===== src/sv/pvpt_mem.sv =====
`timescale 1ns / 1ps
// Slot store: one write port, one registered read port.
module pvpt_mem #(
  parameter int unsigned DEPTH = 64,
  parameter int unsigned WIDTH = 65
) (
  input  logic                     clk_i,
  input  logic                     we_i,
  input  logic [$clog2(DEPTH)-1:0] waddr_i,
  input  logic [WIDTH-1:0]         wdata_i,
  input  logic [$clog2(DEPTH)-1:0] raddr_i,
  output logic [WIDTH-1:0]         rdata_o
);

  logic [WIDTH-1:0] mem_q [DEPTH];
  logic [WIDTH-1:0] rdata_q;

  always_ff @(posedge clk_i) begin
    if (we_i) begin
      mem_q[waddr_i] <= wdata_i;
    end
    rdata_q <= mem_q[raddr_i];
  end

  assign rdata_o = rdata_q;

endmodule


===== config.mk =====
export PLATFORM = sky130hd
export DESIGN_NAME = pvpt_mem
export DESIGN_NICKNAME = d
export VERILOG_FILES = /design/src/sv/pvpt_mem.sv
export SDC_FILE = /design/constraint.sdc
export NUM_CORES = 2
export LEC_CHECK = 0
export BUFFER_PORTS_ARGS = -buffer_cell sky130_fd_sc_hd__buf_2
export CORE_MARGIN = 5
export CORE_UTILIZATION = 30
export CTS_CLUSTER_SIZE = 14
export DETAILED_ROUTE_END_ITERATION = 8
export HOLD_SLACK_MARGIN = 0.02
export PLACE_DENSITY = 0.54
export REMOVE_ABC_BUFFERS = 1
export SYNTH_ARGS = -nofsm -noshare
export SYNTH_HDL_FRONTEND = slang
export SYNTH_MEMORY_MAX_BITS = 65536
export SYNTH_SLANG_ARGS = --single-unit

===== constraint.sdc =====
create_clock -name clk_i -period 10.6 [get_ports clk_i]
set_clock_uncertainty 0.1 [all_clocks]
set_input_delay 1.59 -clock clk_i [delete_from_list [all_inputs] [get_ports clk_i]]
set_output_delay 1.59 -clock clk_i [all_outputs]
set_load 0.005 [all_outputs]

==> out/qor.csv <==
stage,metric,value,unit
status,status,completed,
sta,fin_crit,5.00,ns
synth,synth_edf_count,4160,
worst_setup_path,critPathLaunchType,primary input,
routing,routed_wl,479000,um
worst_setup_path,r2r_cells,4,
routing,vias,76949,
cts,cts_hold_buf,0,
worst_setup_path,crit_type,in -> reg,
cts,clk-insertion-delay-late,1.03,ns
power_and_ir_drop,ir_drop,143,uV
sta,drv_slew,0,
die,core_region_area,526000,um^2
synth,synthCells,6606,
sta,setup_viol,0,
routing,dr.pass1.iters,6,
cts,cts_tree,built,
worst_setup_path,crit_chain,buf_2 -> nor2b_1 -> nand2_1 -> nor2_4 -> buf_4 -> buf_4,
final_layout,layout.nets,7076,
synth,syn_avg_cell_area,24.0,um^2
global_route,grt_pass1_vias,78044,
final_layout,areaGrowthSynthToFinish,15.0,%
worst_setup_path,crit_top_cell,buf_4,
final_layout,fill_cells,47990,
power_and_ir_drop,p_per_area,193,nW/um^2
global_route,track_usage,0.172,
global_route,antenna_found_initial,69,
die,die_w,736,um
routing,vias_per_cell,5.36,
final_layout,drive_above_1_share,0.281,
global_route,grt_max_degree,106,
worst_setup_path,cp_num_buf_inv,3,
synth,ys_warn_count,0,
worst_setup_path,required,11.08,ns
flow_run,drv_cap,0,
worst_hold_path,hold-path-cell-count,4,
synth,synthFlopType,edfxtp_1,
die,ios,144,
synth,netlist_area,158000,um^2
routing,wire_per_inst,33.4,um
worst_setup_path,cpPeakStageDelay,0.98,ns
sta,slew_headroom,0.0862,
placement,place_congestion,0.754,
die,dieArea,542000,um^2
cts,cts_resized,0,
placement,place_hpwl,250000,um
routing,ant_nets,0,
sta,setup_ws,5.60,ns
synth,async_flop_share,0,
cts,cts_root_buf,clkbuf_16,
worst_setup_path,slowest_stage,nor2_4,
worst_hold_path,hp-class,reg -> reg,
cts,clock-sinks,4225,
worst_setup_path,end_kind,flip-flop,
placement,port_buffers,143,
routing,drc,0,
synth,ys_types,27,
cts,cts_buffers,423,
global_route,grt_overflow_total,0,
cts,cts.path.max_buffers,4,
power_and_ir_drop,power_leakage,55.4,nW
synth,yosysSeqAreaShare,0.797,
sta,rsz0062_at_grt,no,
synth,ys_ff_latch,4225,
routing,drt_iter0_drc,10149,
worst_setup_path,path_delay_family,simple AND/OR/NAND/NOR gates,
worst_setup_path,path_depth,6,
sta,period_share,0.472,
sta,max_clock_freq,200,MHz
worst_setup_path,path_max_fanout,25,
cts,path_clk_slew,0.06,ns
global_route,grt_pass1_wl,656000,um
sta,final_hold_viol_count,0,
cts,htreeDepth,5,
die,rows,266,
die,start_util,0.301,
cts,post_cts_buffers,0,
placement,detailedPlace.worstSlack,4.73,ns
final_layout,fin_cells,14352,
sta,fin_setup_tns,0,ns
placement,dpl.cell_count,13540,
worst_setup_path,arrival,5.48,ns
die,dieHeight,736,um
sta,tightest_slew,1.37,ns
[final cells by class]
type                    instances  area, um^2  share of cell area
repair buffers                343        2520              0.0138
diodes                         18        45.0            0.000247
clock inverters               220        2200              0.0121
multi-input cells            2004       30800               0.169
flip-flops and latches       4225      126000               0.693
clock buffers                 574       11600              0.0636
well taps                    6968        8720              0.0479
[layer usage]
metal | global-route usage | wire length [um] | up-vias
met5 | 0 | 235 | -
met4 | 0.0440 | 12800 | 36
met3 | 0.0324 | 40200 | 725
met2 | 0.284 | 233000 | 3664
met1 | 0.236 | 193000 | 42921
li1 | - | - | 29603
[power by group]
| group | internal (mW) | total [mW] | switching [mW] |
|---|---|---|---|
| clock | 8.60 | 14.9 | 6.35 |
| sequential | 18.5 | 18.6 | 0.0844 |
| combinational | 0.557 | 1.58 | 1.02 |
[worst paths after layout]
kind,startpoint,end,slack (ns)
worst min register to register,mem_q[53][56],rdata_o[56],0.69
worst max-delay path,we_i,mem_q[18][47],5.60
worst min-delay path,mem_q[53][56],rdata_o[56],0.69
worst max register to register,mem_q[43][2],rdata_o[2],8.58
[cell usage in the layout, fill, tap and decap left out, types with 5 or more instances in the layout]
cell type,n
o221ai_1,46
mux4_2,1040
buf_4,180
edfxtp_1,4160
clkinv_1,70
o211a_1,65
bufinv_16,39
a22oi_1,260
nor2_1,48
mux2i_1,103
clkinvlp_4,9
clkbuf_16,431
clkbuf_1,117
clkinv_2,77
buf_12,22
nand3b_1,25
clkbuf_8,26
nand2_1,7
inv_6,10
nand2b_1,7
dfxtp_1,65
nand3_1,114
nor2_4,64
buf_2,139
clkinv_4,5
a211oi_1,65
o22ai_1,130
diode_2,18
clkinv_8,5
[synthesized netlist by cell type (18+ instances only)]
master / number / share of area
a211oi_1: 65 / 0.0031
a22oi_1: 260 / 0.012
buf_1: 18 / 0.00043
buf_2: 186 / 0.0059
buf_4: 37 / 0.0018
clkbuf_1: 120 / 0.0028
dfxtp_1: 65 / 0.0082
edfxtp_1: 4160 / 0.79
mux2i_1: 103 / 0.0065
mux4_2: 1040 / 0.15
nand3_1: 115 / 0.0036
nand3b_1: 25 / 0.0012
nor2_1: 112 / 0.0027
o211a_1: 65 / 0.0041
o221ai_1: 46 / 0.0025
o22ai_1: 130 / 0.0051
[logic make-up after synthesis]
kind of cell / share of synthesized area
buffers and inverters: 0.0120
AND/OR/NAND/NOR: 0.00911
flip-flops: 0.797
multiplexers: 0.154
AO/OA/AOI/OAI: 0.0272
[state kept, by name, summed over array words and instances (netlist names)]
| signal | flops |
|---|---|
| mem_q | 4160 |
| rdata_o | 65 |
[worst min-delay path, cell delays in order (launching register included)]
cell      delay (ns)
edfxtp_1        0.31
mux4_2          0.22
a22oi_1         0.07
nand3_1         0.09
o211a_1         0.14
[stage by stage]
step / area (um^2) / util / hold slack (ns) / total power, mW
3_5_place_dp: 168000 / 0.320 / 0.719 / 20.6
5_1_grt: 182000 / 0.346 / 0.754 / 36.2
2_1_floorplan: 156000 / - / 0.680 / 19.6
6_report: 182000 / 0.346 / 0.689 / 35.1
3_3_place_gp: 168000 / 0.320 / 0.739 / 20.5
4_1_cts: 182000 / 0.346 / 0.694 / 35.4
Note: power is estimated with default switching activity, not from simulation.
